<file path="config.mk">
export PLATFORM = sky130hd
export DESIGN_NAME = order_preserving_signed_varint_codec
export DESIGN_NICKNAME = d
export VERILOG_FILES = /design/src/sv/ovc_pkg.sv /design/src/sv/ovc_front.sv /design/src/sv/ovc_fifo.sv /design/src/sv/ovc_back.sv /design/src/sv/order_preserving_signed_varint_codec.sv
export SDC_FILE = /design/constraint.sdc
export NUM_CORES = 1
export LEC_CHECK = 0
export ABC_AREA = 1
export BUFFER_PORTS_ARGS = -buffer_cell sky130_fd_sc_hd__buf_2
export CORE_MARGIN = 8
export CORE_UTILIZATION = 45
export CTS_CLUSTER_SIZE = 12
export DETAILED_ROUTE_END_ITERATION = 10
export PLACE_DENSITY_LB_ADDON = 0.25
export SKIP_LAST_GASP = 1
export SLEW_MARGIN = 20
export SYNTH_ARGS = -nofsm -noshare
export SYNTH_HDL_FRONTEND = slang
export SYNTH_SLANG_ARGS = --single-unit
</file>
<file path="constraint.sdc">
create_clock -name clk -period 8.4 [get_ports clk]
set_clock_uncertainty 0.1 [all_clocks]
set_input_delay 0 -clock clk [delete_from_list [all_inputs] [get_ports clk]]
set_output_delay 0 -clock clk [all_outputs]
set_load 0.05 [all_outputs]
</file>
<file path="src/sv/ovc_pkg.sv">
package ovc_pkg;

  localparam int Q_DEPTH = 4;
  localparam int Q_PTR_W = $clog2(Q_DEPTH);
  localparam int Q_CNT_W = $clog2(Q_DEPTH + 1);

  localparam int CODE_W = 72;

  localparam logic CMD_ENCODE = 1'b0;
  localparam logic CMD_DECODE = 1'b1;

  localparam logic KIND_CODE  = 1'b0;
  localparam logic KIND_VALUE = 1'b1;

  localparam logic [3:0] LEN_ONE  = 4'd1;
  localparam logic [3:0] LEN_LONG = 4'd8;
  localparam logic [3:0] LEN_MAX  = 4'd9;

  typedef struct packed {
    logic               cmd;
    logic signed [63:0] value;
    logic [7:0]         in_byte;
  } ovc_in_t;

  typedef struct packed {
    logic               out_kind;
    logic [7:0]         out_byte;
    logic signed [63:0] out_value;
    logic               last;
  } ovc_out_t;

  // one queued job: encoded bytes left aligned, or a decoded value in the low bits
  typedef struct packed {
    logic              kind;
    logic [3:0]        len;
    logic [CODE_W-1:0] data;
  } ovc_job_t;

  typedef struct packed {
    logic full;
    logic empty;
  } ovc_qstat_t;

endpackage

</file>
<file path="src/sv/ovc_front.sv">
module ovc_front import ovc_pkg::*; (
  input  logic       clk,
  input  logic       rst_n,
  input  logic       in_valid,
  output logic       in_ready,
  input  ovc_in_t    in_data,
  input  ovc_qstat_t q_stat,
  output logic       q_push,
  output ovc_job_t   q_job
);

  logic [3:0]  seen_r, seen_nxt;
  logic [3:0]  exp_r, exp_nxt;
  logic        sign_r, sign_nxt;
  logic        und_r, und_nxt;
  logic [63:0] acc_r, acc_nxt;

  logic        accept;
  logic        done;

  // encode path
  logic [63:0] neg, ev, enc_w;
  logic [3:0]  nb;
  logic [7:0]  enc_mask;
  logic [6:0]  mask_sh, align_sh;
  logic [CODE_W-1:0] enc_code;

  // decode path
  logic [7:0]  b, x;
  logic        s;
  logic [3:0]  lz;
  logic [63:0] dec_value;

  function automatic logic [63:0] finish_value(input logic [3:0] n, input logic [63:0] acc,
                                               input logic sgn);
    logic [63:0] v;
    logic [63:0] fill;
    logic [7:0]  mb;
    logic [6:0]  sh;
    logic [3:0]  nm1;
    nm1  = n - 4'd1;
    mb   = 8'(16'hFF00 >> n);
    sh   = {nm1[3:0], 3'b000};
    fill = '1 << {n, 3'b000};
    if (n >= LEN_MAX) begin
      v = acc ^ {1'b1, 63'b0};
    end else begin
      v = acc ^ ({56'b0, mb} << sh);
      if (n < LEN_LONG) begin
        if (!sgn) v = v | fill;
        else      v = v & ~fill;
      end
    end
    return v;
  endfunction

  assign accept   = in_valid && in_ready;
  assign in_ready = !q_stat.full;

  always_comb begin
    neg = {64{in_data.value[63]}};
    ev  = in_data.value ^ neg;
    // one more byte for every 7-bit group past the first six bits
    nb  = LEN_ONE;
    for (int k = 1; k <= 8; k++) begin
      if ((ev >> (7 * k - 1)) != 64'd0) nb = nb + 4'd1;
    end
    enc_mask = 8'(16'hFF00 >> nb);
    mask_sh  = {nb - 4'd1, 3'b000};
    align_sh = {LEN_LONG - nb, 3'b000};
    if (nb == LEN_MAX) begin
      enc_w    = (ev | {1'b1, 63'b0}) ^ neg;
      enc_code = {~neg[7:0], enc_w};
    end else begin
      enc_w    = (ev | ({56'b0, enc_mask} << mask_sh)) ^ neg;
      enc_code = {enc_w, 8'h00} << align_sh;
    end
  end

  always_comb begin
    b = in_data.in_byte;
    s = b[7];
    x = b ^ {8{s}};
    lz = 4'd8;
    for (int i = 0; i < 8; i++) begin
      if (x[i]) lz = 4'(7 - i);
    end

    if (seen_r == 4'd0) begin
      seen_nxt = 4'd1;
      exp_nxt  = lz;
      sign_nxt = s;
      und_nxt  = (lz == LEN_LONG);
      acc_nxt  = {56'b0, b};
    end else begin
      seen_nxt = seen_r + 4'd1;
      sign_nxt = sign_r;
      und_nxt  = 1'b0;
      acc_nxt  = {acc_r[55:0], b};
      if (und_r) begin
        // leading 0x00/0xff: second byte's top bit tells 8 from 9 bytes
        exp_nxt = (b[7] == sign_r) ? LEN_MAX : LEN_LONG;
      end else begin
        exp_nxt = exp_r;
      end
    end
    done      = !und_nxt && (seen_nxt >= exp_nxt);
    dec_value = finish_value(exp_nxt, acc_nxt, sign_nxt);
  end

  always_comb begin
    q_push = accept && ((in_data.cmd == CMD_ENCODE) || done);
    if (in_data.cmd == CMD_ENCODE) begin
      q_job.kind = KIND_CODE;
      q_job.len  = nb;
      q_job.data = enc_code;
    end else begin
      q_job.kind = KIND_VALUE;
      q_job.len  = LEN_ONE;
      q_job.data = {8'h00, dec_value};
    end
  end

  always_ff @(posedge clk) begin
    if (!rst_n) begin
      seen_r <= '0;
      exp_r  <= '0;
      sign_r <= 1'b0;
      und_r  <= 1'b0;
      acc_r  <= '0;
    end else if (accept && in_data.cmd == CMD_DECODE) begin
      if (done) begin
        seen_r <= '0;
        exp_r  <= '0;
        sign_r <= 1'b0;
        und_r  <= 1'b0;
        acc_r  <= '0;
      end else begin
        seen_r <= seen_nxt;
        exp_r  <= exp_nxt;
        sign_r <= sign_nxt;
        und_r  <= und_nxt;
        acc_r  <= acc_nxt;
      end
    end
  end

  a_seen_bound: assert property (@(posedge clk) disable iff (!rst_n)
    seen_r <= LEN_LONG) else $error("decode byte count out of range");
  a_und_first: assert property (@(posedge clk) disable iff (!rst_n)
    und_r |-> (seen_r == 4'd1)) else $error("undecided length past the second byte");
  a_push_room: assert property (@(posedge clk) disable iff (!rst_n)
    q_push |-> !q_stat.full) else $error("push into full queue");

endmodule

</file>
<file path="src/sv/ovc_fifo.sv">
module ovc_fifo import ovc_pkg::*; (
  input  logic       clk,
  input  logic       rst_n,
  input  logic       push,
  input  ovc_job_t   push_job,
  input  logic       pop,
  output ovc_job_t   head_job,
  output ovc_qstat_t stat
);

  ovc_job_t             mem_r [Q_DEPTH];
  logic [Q_PTR_W-1:0]   wr_r, rd_r;
  logic [Q_CNT_W-1:0]   cnt_r, cnt_nxt;

  assign stat.full  = (cnt_r == Q_CNT_W'(Q_DEPTH));
  assign stat.empty = (cnt_r == '0);
  assign head_job   = mem_r[rd_r];

  always_comb begin
    cnt_nxt = cnt_r;
    if (push && !pop) cnt_nxt = cnt_r + Q_CNT_W'(1);
    if (pop && !push) cnt_nxt = cnt_r - Q_CNT_W'(1);
  end

  always_ff @(posedge clk) begin
    if (push) mem_r[wr_r] <= push_job;
  end

  always_ff @(posedge clk) begin
    if (!rst_n) begin
      wr_r  <= '0;
      rd_r  <= '0;
      cnt_r <= '0;
    end else begin
      if (push) wr_r <= wr_r + Q_PTR_W'(1);
      if (pop)  rd_r <= rd_r + Q_PTR_W'(1);
      cnt_r <= cnt_nxt;
    end
  end

  a_cnt_bound: assert property (@(posedge clk) disable iff (!rst_n)
    cnt_r <= Q_CNT_W'(Q_DEPTH)) else $error("queue count overflow");
  a_no_underflow: assert property (@(posedge clk) disable iff (!rst_n)
    pop |-> !stat.empty) else $error("pop from empty queue");

endmodule

</file>
<file path="src/sv/ovc_back.sv">
module ovc_back import ovc_pkg::*; (
  input  logic       clk,
  input  logic       rst_n,
  input  ovc_job_t   head_job,
  input  ovc_qstat_t q_stat,
  output logic       q_pop,
  output logic       out_valid,
  input  logic       out_ready,
  output ovc_out_t   out_data
);

  logic              busy_r;
  logic              kind_r;
  logic [3:0]        rem_r;
  logic [CODE_W-1:0] data_r;
  logic              last_word;
  logic              advance;

  assign last_word = (rem_r == LEN_ONE);
  assign advance   = out_valid && out_ready;
  assign q_pop     = !q_stat.empty && (!busy_r || (advance && last_word));
  assign out_valid = busy_r;

  always_comb begin
    out_data.out_kind  = kind_r;
    out_data.out_byte  = (kind_r == KIND_CODE) ? data_r[CODE_W-1 -: 8] : 8'h00;
    out_data.out_value = (kind_r == KIND_VALUE) ? signed'(data_r[63:0]) : 64'sd0;
    out_data.last      = last_word;
  end

  always_ff @(posedge clk) begin
    if (!rst_n) begin
      busy_r <= 1'b0;
      rem_r  <= '0;
    end else if (q_pop) begin
      busy_r <= 1'b1;
      rem_r  <= head_job.len;
    end else if (advance) begin
      busy_r <= !last_word;
      rem_r  <= rem_r - 4'd1;
    end
  end

  always_ff @(posedge clk) begin
    if (q_pop) begin
      kind_r <= head_job.kind;
      data_r <= head_job.data;
    end else if (advance) begin
      // next byte of the code moves to the top
      data_r <= {data_r[CODE_W-9:0], 8'h00};
    end
  end

  a_busy_rem: assert property (@(posedge clk) disable iff (!rst_n)
    busy_r |-> (rem_r != 4'd0 && rem_r <= LEN_MAX)) else $error("active job with bad count");
  a_value_single: assert property (@(posedge clk) disable iff (!rst_n)
    (busy_r && kind_r == KIND_VALUE) |-> last_word) else $error("decoded value not single word");

endmodule

</file>
<file path="src/sv/order_preserving_signed_varint_codec.sv">
// channel | ports                         | word
// --------+-------------------------------+-------------------------------------------
// input   | in_valid, in_ready, in_data   | encode value or one encoded byte to decode
// output  | out_valid, out_ready, out_data| one encoded byte or one decoded int64
//
// an input word is taken every cycle while the 4-entry job queue has room
// encode words leave as 1 to 9 output words, one per cycle from the back end serializer while out_ready is high
// a decoded value is written into the job queue and then loaded into the back end output registers
// before it is offered, when the queue and the back end are idle
// synchronous active-low reset clears decode progress, the queue and the output stage
// output stalls fill the queue; the input stalls only when the queue is full
module order_preserving_signed_varint_codec import ovc_pkg::*; (
  input  logic     clk,
  input  logic     rst_n,
  input  logic     in_valid,
  output logic     in_ready,
  input  ovc_in_t  in_data,
  output logic     out_valid,
  input  logic     out_ready,
  output ovc_out_t out_data
);

  ovc_qstat_t q_stat;
  ovc_job_t   push_job, head_job;
  logic       q_push, q_pop;

  ovc_front u_front (
    .clk      (clk),
    .rst_n    (rst_n),
    .in_valid (in_valid),
    .in_ready (in_ready),
    .in_data  (in_data),
    .q_stat   (q_stat),
    .q_push   (q_push),
    .q_job    (push_job)
  );

  ovc_fifo u_fifo (
    .clk      (clk),
    .rst_n    (rst_n),
    .push     (q_push),
    .push_job (push_job),
    .pop      (q_pop),
    .head_job (head_job),
    .stat     (q_stat)
  );

  ovc_back u_back (
    .clk       (clk),
    .rst_n     (rst_n),
    .head_job  (head_job),
    .q_stat    (q_stat),
    .q_pop     (q_pop),
    .out_valid (out_valid),
    .out_ready (out_ready),
    .out_data  (out_data)
  );

endmodule
</file>
# Yosys cells after proc, flatten, opt, wreduce, memory -nomap -nowiden
# Memories as Yosys holds them, arrays and structs flattened. A register that Yosys moved wholly into a read port is not among the register bits.
# Index checks and enable logic that the tools add are counted.
# W data, S select, Z words.
classes:
  addsub: 16
  n_lt_le_gt_ge: 3
  n_eq_ne: 5
  shifts: 6
  muxes: 47
  bitwise_logic: 12
  n_reduce_logical: 30
ops:
  columns: ["operator", "n"]
  rows:
  - ["$reduce_bool A64 Y1", 8]
  - ["$mux W64", 5]
  - ["$xor A64 B64 Y64", 4]
  - ["$mux W72", 3]
  - ["$or A64 B64 Y64", 2]
  - ["$shl A8 B7 Y64", 2]
  - ["$mux W4", 22]
  - ["$mux W77", 1]
  - ["$shl A72 B7 Y72", 1]
  - ["$and A64 B64 Y64", 1]
  - ["$not A64 Y64", 1]
  - ["$shl A64 B7 Y64 const A", 1]
  - ["$mux W56", 1]
  - ["$add A4 B1 Y4 const B", 8]
  - ["$shr A16 B4 Y8 const A", 2]
  - ["$sub A4 B1 Y4 const B", 3]
  - ["$logic_and A1 B1 Y1", 9]
  - ["$mux W1", 9]
  - ["$eq A4 B4 Y1 const B", 2]
  - ["$mux W8", 1]
  - ["$not A8 Y8", 1]
  - ["$xor A8 B8 Y8", 1]
  - ["$logic_not A1 Y1", 7]
  - ["$mux W2", 3]
  - ["other kinds (16)", 21]
totals:
  register_bits: 151
  mem_bits_rw: 308
  out_inout_bits: 76
  word_cells: 132
  memories: 1
mem_list:
  columns: ["memory", "depth", "width", "read_ports", "rd_clocked_by_memory_dff", "write_ports", "line_no", "source"]
  rows:
  - ["u_fifo.mem_r", 4, 77, 1, 1, 1, "ovc_fifo.sv:11", "ovc_job_t mem_r [Q_DEPTH];"]

# Logic depth before layout (Yosys ltp)
# Gate-level depths: netlist of the first run.
logic_depth:
  depth_word: 24
  ltp_mapped: 46

# Cells and area by module
# A second synthesis of the first run with hierarchy kept.
hier_totals:
  hier_cells: 3520
  hier_area_um2: 27971.8
by_module_without_submodules:
  columns: ["mod", "n_inst", "cells_each", "area_each_um2", "seq_area_each_um2"]
  rows:
  - ["ovc_front", 1, 2219, 12130.4, 1321.3]
  - ["ovc_fifo", 1, 801, 11852.6, 9429.0]
  - ["ovc_back", 1, 500, 3988.8, 2292.2]

# Worst setup path before layout of the first run
# OpenSTA, ideal clock, no wires.
synth_timing:
  kind: "reg2reg"
  start: "register u_front.seen_r[0]"
  end: "memory u_fifo.mem_r[0][0] (netlist name), enable pin"
  setup_time_ns: 0.513
  arrival_time_ns: 5.692
  required_ns: 7.787
  setup_slack_ns: 2.095
  stages_incl_launch_ff: 17
  path_buffers: 1
  cell_sequence: "dfxtp_1 -> inv_1 -> ha_1 -> nand2_1 -> inv_1 -> a21oi_1 -> nand2_1 -> nand2_1 -> inv_1 -> buf_1 -> ha_1 -> nand4_1 -> nand3_1 -> nand2_1 -> a21oi_1 -> inv_1 -> nor2_1"
synth_via:
  elab_chain_len: 8
  elab_cells_between_ends: 12
  cone_classes: "add/sub: 1; order compare: 1; mux: 5; reduce/logical: 5"
synth_rtl:
  columns: ["element", "line_no", "source"]
  rows:
  - ["start, declared", "ovc_front.sv:12", "logic [3:0] seen_r, seen_nxt;"]
  - ["start signal, assigned", "ovc_front.sv:139", "seen_r <= seen_nxt;"]
  - ["$add A4 B1 Y4 / $logic_not A4 Y1 (equally long branches)", "ovc_front.sv:96, ovc_front.sv:89", null]
  - ["$mux W4 / $mux W1 (equally long branches)", "ovc_front.sv:89", "if (seen_r == 4'd0) begin"]
  - ["$ge A4 B4 Y1 / $logic_not A1 Y1 (equally long branches)", "ovc_front.sv:107", "done = !und_nxt && (seen_nxt >= exp_nxt);"]
  - ["$logic_and A1 B1 Y1 *", "ovc_front.sv:107", null]
  - ["$logic_or A1 B1 Y1 *", "ovc_front.sv:112", "q_push = accept && ((in_data.cmd == CMD_ENCODE) || done);"]
  - ["$logic_and A1 B1 Y1 *", "ovc_front.sv:112", null]
  - ["$mux W1 *", "ovc_fifo.sv:26", "if (push) mem_r[wr_r] <= push_job;"]
  - ["$mux W1 (not written as such) *", "ovc_fifo.sv:26", null]
  - ["end, declared", "ovc_fifo.sv:11", null]
# Mark *: on every way between the ends. The rest lies on a longest branch, timed or not.

==> results.yml, run 1 <==
sta:
  slew_viol_final: 0
  timing_hold_violations_final: 0
  max_freq_mhz: 130
  setup-tns-final_ps: 0
  fin_crit_sh_pct: 91.9
  slew_headroom_pct: 29.1
  setup-violations-final: 0
  rsz0062_at_grt: "no"
  worst_pin_slew_ps: 1060
  fin_hold_ws_ps: 41.5
  period_minus_slack_ps: 7720
min_path:
  hold_class: "input pin to flop"
  min_from: "in_data[18]"
floorplanning:
  core-area_um2: 59100
  fp-row-count: 89
  start_util_pct: 45.6
  die_h_um: 261
  die_area_um2: 68000
  die_w_um: 261
  pin_count: 153
place:
  dpl.cell_count: 4174
  io_buffers: 152
  dp_hpwl_um: 68300
  gp_congestion: 1.07
cts:
  cts_setup_buffers: 0
  clock-sinks: 461
  cts_buffers: 48
  cts_resized: 0
  clkTransAtPathRegs_ps: 60
  cts_tree: "done"
  cts_max_path_buffers: 3
  root_buffer: "clkbuf_16"
  worstSkewPairLatency_ps: 590
  cts_max_level: 2
critical_path:
  path_max_fanout: 33
  critical_path_required_ps: 8550
  path_buf_inv: 9
  worstReg2RegStart: "u_front.seen_r[0]"
  critPathKind: "input pin to flop"
  cp_top_family: "simple AND/OR/NAND/NOR gates"
  cp_slowest_stage_delay_ps: 640
  crit_path_end_kind: "flop"
  worst_setup_path_start_kind: "input pin"
  critPathArrivalTime_ps: 7870
  crit_path_top_delay_cell: "a31oi_1"
  critPathLaunch: "in_data[53]"
  cp_common_cell: "nand2_1"
yosys:
  yosysSeqAreaShare_pct: 48.4
  synth_cell_types: 57
  yosysMostFrequentCell: "nand2_1"
  yosysWarnings: 0
  avgSynthCellArea_um2: 7.92
  synthSimpleGateAreaFrac_pct: 25.5
  syn-num-nets: 3522
  syn_inst: 3404
  syn_area_um2: 27000
  netlist_top_cells_area: "edfxtp_1 (42%), nand2_1 (10%), nor2_1 (7.0%)"
  synth-xor-area-share_pct: 2.01
  synth_common_cells: "nand2_1 (750), nor2_1 (505), edfxtp_1 (381), o21ai_0 (324), nand3_1 (274)"
  synth_largest_area_cell: "edfxtp_1"
  async_flop_share_pct: 0
  yosys.area.top_type_share_pct: 42.4
  ys_seq_elements: 461
  synth.mux.area_fraction_pct: 0
  synth_compound_area_share_pct: 14.9
  synth_enable_flop_cells: 381
  synth_top_family_by_area: "simple AND/OR/NAND/NOR gates"
  synth_fa_ha_area_share_pct: 1.96
  synth_flop_cell: "edfxtp_1"
routing:
  drcViolationCount: 0
  final_antenna_net_count: 0
  wl_um: 96200
  dr.pass1.iters: 8
  route.vias.total: 24879
  drtIter0Drc: 2974
  post_drt_wl_per_cell_um: 22.4
  viasPerCell: 5.78
global_routing:
  grt_pass1_vias: 22505
  gr-usage-all-layers_pct: 27.5
  grt-ovfl-total: 0
  antenna_found_initial: 2
  grt_pass1_wl_um: 142000
  grt_max_degree: 120
cells_and_area:
  area_delta_synth_final_pct: 12.1
  nNetsFinal: 3613
  drive_gt1_share_pct: 9.90
  fin_cells: 4301
pwr:
  powerDensity_nw_per_um2: 320
  ir_drop_mv: 0.210
  leakage_nw: 12.1
  total_power_mw: 9.68
status:
  status: "complete, no violations"
job:
  maxCapViolations: 0
==> sequential cells by signal (all words and copies together) (netlist names), named ones only <==
name and flops:
u_fifo.mem_r 308, u_back.kind_r 1, u_front.exp_r 4, u_back.data_r 72, u_back.rem_r 4, u_front.seen_r 4, u_front.und_r 1, u_fifo.rd_r 2
u_fifo.wr_r 2, u_front.sign_r 1, u_back.out_valid 1, u_fifo.cnt_r 3, u_front.acc_r 56
==> cell type report <==
cell class	instances	area, um2
Fill cell	5620	28900
Sequential cell	461	13000
Multi-Input combinational cell	2467	12000
Timing Repair Buffer	246	1630
Clock buffer	71	1380
Inverter	271	1020
Tap cell	773	967
Clock inverter	11	118
Antenna cell	1	2.50
==> worst register-to-register path: cells and delay by family, from the launching register on <==
| kind | cells | cell delay (ps) |
|---|---|---|
| AOI/OAI and AO/OA | 5 | 1350 |
| DFF | 1 | 330 |
| adders and majority gates | 1 | 170 |
| xor gates and xnor gates | 1 | 190 |
| buffers and inverters | 5 | 920 |
| and+or+nand+nor | 8 | 2670 |
==> stage by stage <==
step	instance area, um2	util [%]	worst slack [ps]
finish	30200	51.1	679
global route	30200	51.1	132
CTS	30200	51.1	870
detailed placement	28300	47.8	563
global placement	28300	47.8	653
floorplan	27000	-	2100
==> layer usage <==
layer	share of wire, %	global-route usage (%)	vias up
met5	0	0	-
met4	5.5	13.3	0
met3	10	4.76	254
met2	43	41.3	1347
met1	42	38.2	11586
li1	-	-	11692
==> cell usage in the layout (no fill, tap or decap), types with 5 or more instances in the layout <==
cell	instances
nand2_1	748
a221oi_1	23
nand2_4	5
buf_4	46
nor3_1	22
clkinv_1	13
inv_1	240
nor2_4	12
nand2_2	15
a32oi_1	10
clkbuf_8	5
a21oi_1	189
nand4_1	19
dlygate4sd3_1	44
nor4_1	5
nand3_1	274
dfxtp_1	78
edfxtp_1	381
ha_1	39
a211oi_1	13
o21ai_1	42
nor2_2	8
xnor2_1	13
a31oi_1	70
xor2_1	49
clkbuf_1	16
and2_1	9
o21bai_1	6
inv_2	19
nor2_1	499
nand3_2	8
o211ai_1	23
buf_2	152
o21ai_0	324
clkbuf_16	50
==> final timing paths <==
kind         cells after the start                   to  slack, ps
max                             39  u_fifo.mem_r[3][30]        680
min                              3  u_fifo.mem_r[0][10]         40
max reg2reg                     20  u_fifo.mem_r[2][36]       2360
min reg2reg                      2    u_front.acc_r[10]        370
==> power breakdown <==
| group | total (mW) | switching [mW] | internal (mW) |
|---|---|---|---|
| registers | 3.56 | 0.251 | 3.31 |
| logic | 4.06 | 3.14 | 0.928 |
| clock network | 2.05 | 0.862 | 1.19 |
==> cells by family after synthesis <==
group                      after synthesis
and+or+nand+nor                       1639
buffers and inverters                  476
xor gates and xnor gates                62
DFF                                    461
AOI/OAI and AO/OA                      725
adders and majority gates               41
==> timing repair <==
| item | 4_1_cts | 5_1_grt |
|---|---|---|
| endpoints found under the hold margin | 165 | 0 |
| hold buffers | 44 | 0 |
| setup endpoints to repair | 0 | 0 |
(Power assumes the default switching activity.)
==> run 2: changes to the inputs <==
ABC_CLOCK_PERIOD_IN_PS = 8400   (was unset)
CTS_BUF_LIST = sky130_fd_sc_hd__clkbuf_8   (was unset)
==> run 2 against run 1 <==
Compared with the run above:
- power down 1.7%
- maximum frequency down 1.5%
- final area up 0.71%
- wire length up 1.0%
- critical path depth up 4
- non-clock buffer count up 30
- largest power group unchanged
- clock power down 9%
- die area unchanged
==> results.yml, run 2 (same netlist as run 1, synthesis figures left out) <==
critical_path:
  path_buf_inv: 10
  crit_path_end_kind: "flop"
  r2r_slack_ps: 2110
  critical_path_required_ps: 8690
  critPathKind: "input pin to flop"
  cp_common_cell: "nand2_1"
  critPathArrivalTime_ps: 8130
  crit_path_top_delay_cell: "dlygate4sd3_1"
  cp_top_family: "simple AND/OR/NAND/NOR gates"
  worst_setup_path_start_kind: "input pin"
  cp_slowest_stage_delay_ps: 600
  path_max_fanout: 33
sta:
  period_minus_slack_ps: 7840
  slew_viol_final: 0
  worst_pin_slew_ps: 1050
  setup-violations-final: 0
  setup-tns-final_ps: 0
  timing_hold_violations_final: 0
  rsz0062_at_grt: "no"
  max_freq_mhz: 128
  timing.final.ws_setup_ps: 560
  fin_hold_ws_ps: 65.9
  slew_headroom_pct: 30.1
  fin_crit_sh_pct: 93.3
floorplanning:
  pin_count: 153
  die_area_um2: 68000
  core-area_um2: 59100
  die_h_um: 261
  fp-row-count: 89
  die_w_um: 261
  start_util_pct: 45.6
cts:
  root_buffer: "clkbuf_8"
  clock-sinks: 461
  worstSkewPairLatency_ps: 680
  cts_buffers: 76
  cts_max_level: 3
  cts_max_path_buffers: 3
  clkTransAtPathRegs_ps: 60
  cts_tree: "done"
routing:
  viasPerCell: 5.74
  route.vias.total: 25199
  post_drt_wl_per_cell_um: 22.2
  final_antenna_net_count: 0
  drtIter0Drc: 2998
  dr.pass1.iters: 6
  drcViolationCount: 0
  wl_um: 97200
cells_and_area:
  regArea_um2: 13000
  final_common_cell: "nand2_1"
  utilization_pct: 51.5
  postLayoutCellArea_um2: 30400
  largest_register_ffs: 308
  reg_top3: "u_fifo.mem_r x308, u_back.data_r x72, u_front.acc_r x56"
  nNetsFinal: 3671
  multi_input_area_um2: 12000
  area_delta_synth_final_pct: 12.9
  drive_gt1_share_pct: 10.8
  fin_cells: 4387
  fill_cells: 5626
  final_cell_mix: "nand2_1 (748), nor2_1 (499), edfxtp_1 (381)"
  largest_register: "u_fifo.mem_r"
global_routing:
  gr-usage-all-layers_pct: 27.8
  grt_pass1_vias: 22882
  grt_max_degree: 120
  grt_pass1_wl_um: 144000
  grt-ovfl-total: 0
  antenna_found_initial: 2
status:
  status: "complete, no violations"
place:
  gp_congestion: 1.07
  dp_hpwl_um: 68300
  io_buffers: 152
  dpl.cell_count: 4174
  place_ws_ps: 563
  placed_area_um2: 28300
pwr:
  ir_drop_mv: 0.217
  powerDensity_nw_per_um2: 313
  total_power_mw: 9.51
  leakage_nw: 12.3
min_path:
  hold_class: "input pin to flop"
job:
  maxCapViolations: 0
[run 2: area by class of cell]
class                      instances  share of cell area (%)
antenna                            2                  0.0164
clock buffer                      80                    3.62
clock inverter                    57                    1.02
inverter                         271                    3.37
multi-input combinational       2467                    39.6
sequential                       461                    42.9
tap                              773                    3.18
timing repair buffer             276                    6.33
[run 2: timing repair]
| action | in CTS | in global routing |
|---|---|---|
| hold buffers | 74 | 0 |
| endpoints found under the setup margin | 0 | 0 |
| endpoints found under the hold margin | 297 | 0 |
| buffers inserted | 0 | 0 |
| gates resized for setup | 0 | 0 |
[run 2: final timing paths]
kind,from,to,cells past startpoint
worst max register to register,u_front.seen_r[0],u_fifo.mem_r[3][61],21
worst min register to register,u_front.acc_r[10],u_front.acc_r[10],2
worst max-delay path,in_data[56],u_fifo.mem_r[3][61],43
worst min-delay path,in_data[28],u_fifo.mem_r[2][20],3
[run 2: metal layers]
metal / up-vias / global-route usage [%] / share of wire, %
met3: 241 / 5.74 / 10
met1: 11740 / 38.1 / 42
met4: 0 / 14.0 / 5.4
met5: - / 0 / 0
li1: 11842 / - / -
met2: 1376 / 41.6 / 43
[run 2: report_power, final]
group | internal (mW) | switching [mW] | total (mW)
Sequential | 3.31 | 0.250 | 3.56
Clock | 0.948 | 0.909 | 1.86
Combinational | 0.946 | 3.15 | 4.10
Total | 5.21 | 4.31 | 9.51
[run 2: tightest hold or removal path, cell delays in order]
cell     delay (ps)
buf_2           160
nand2_1          80
a31oi_1         340
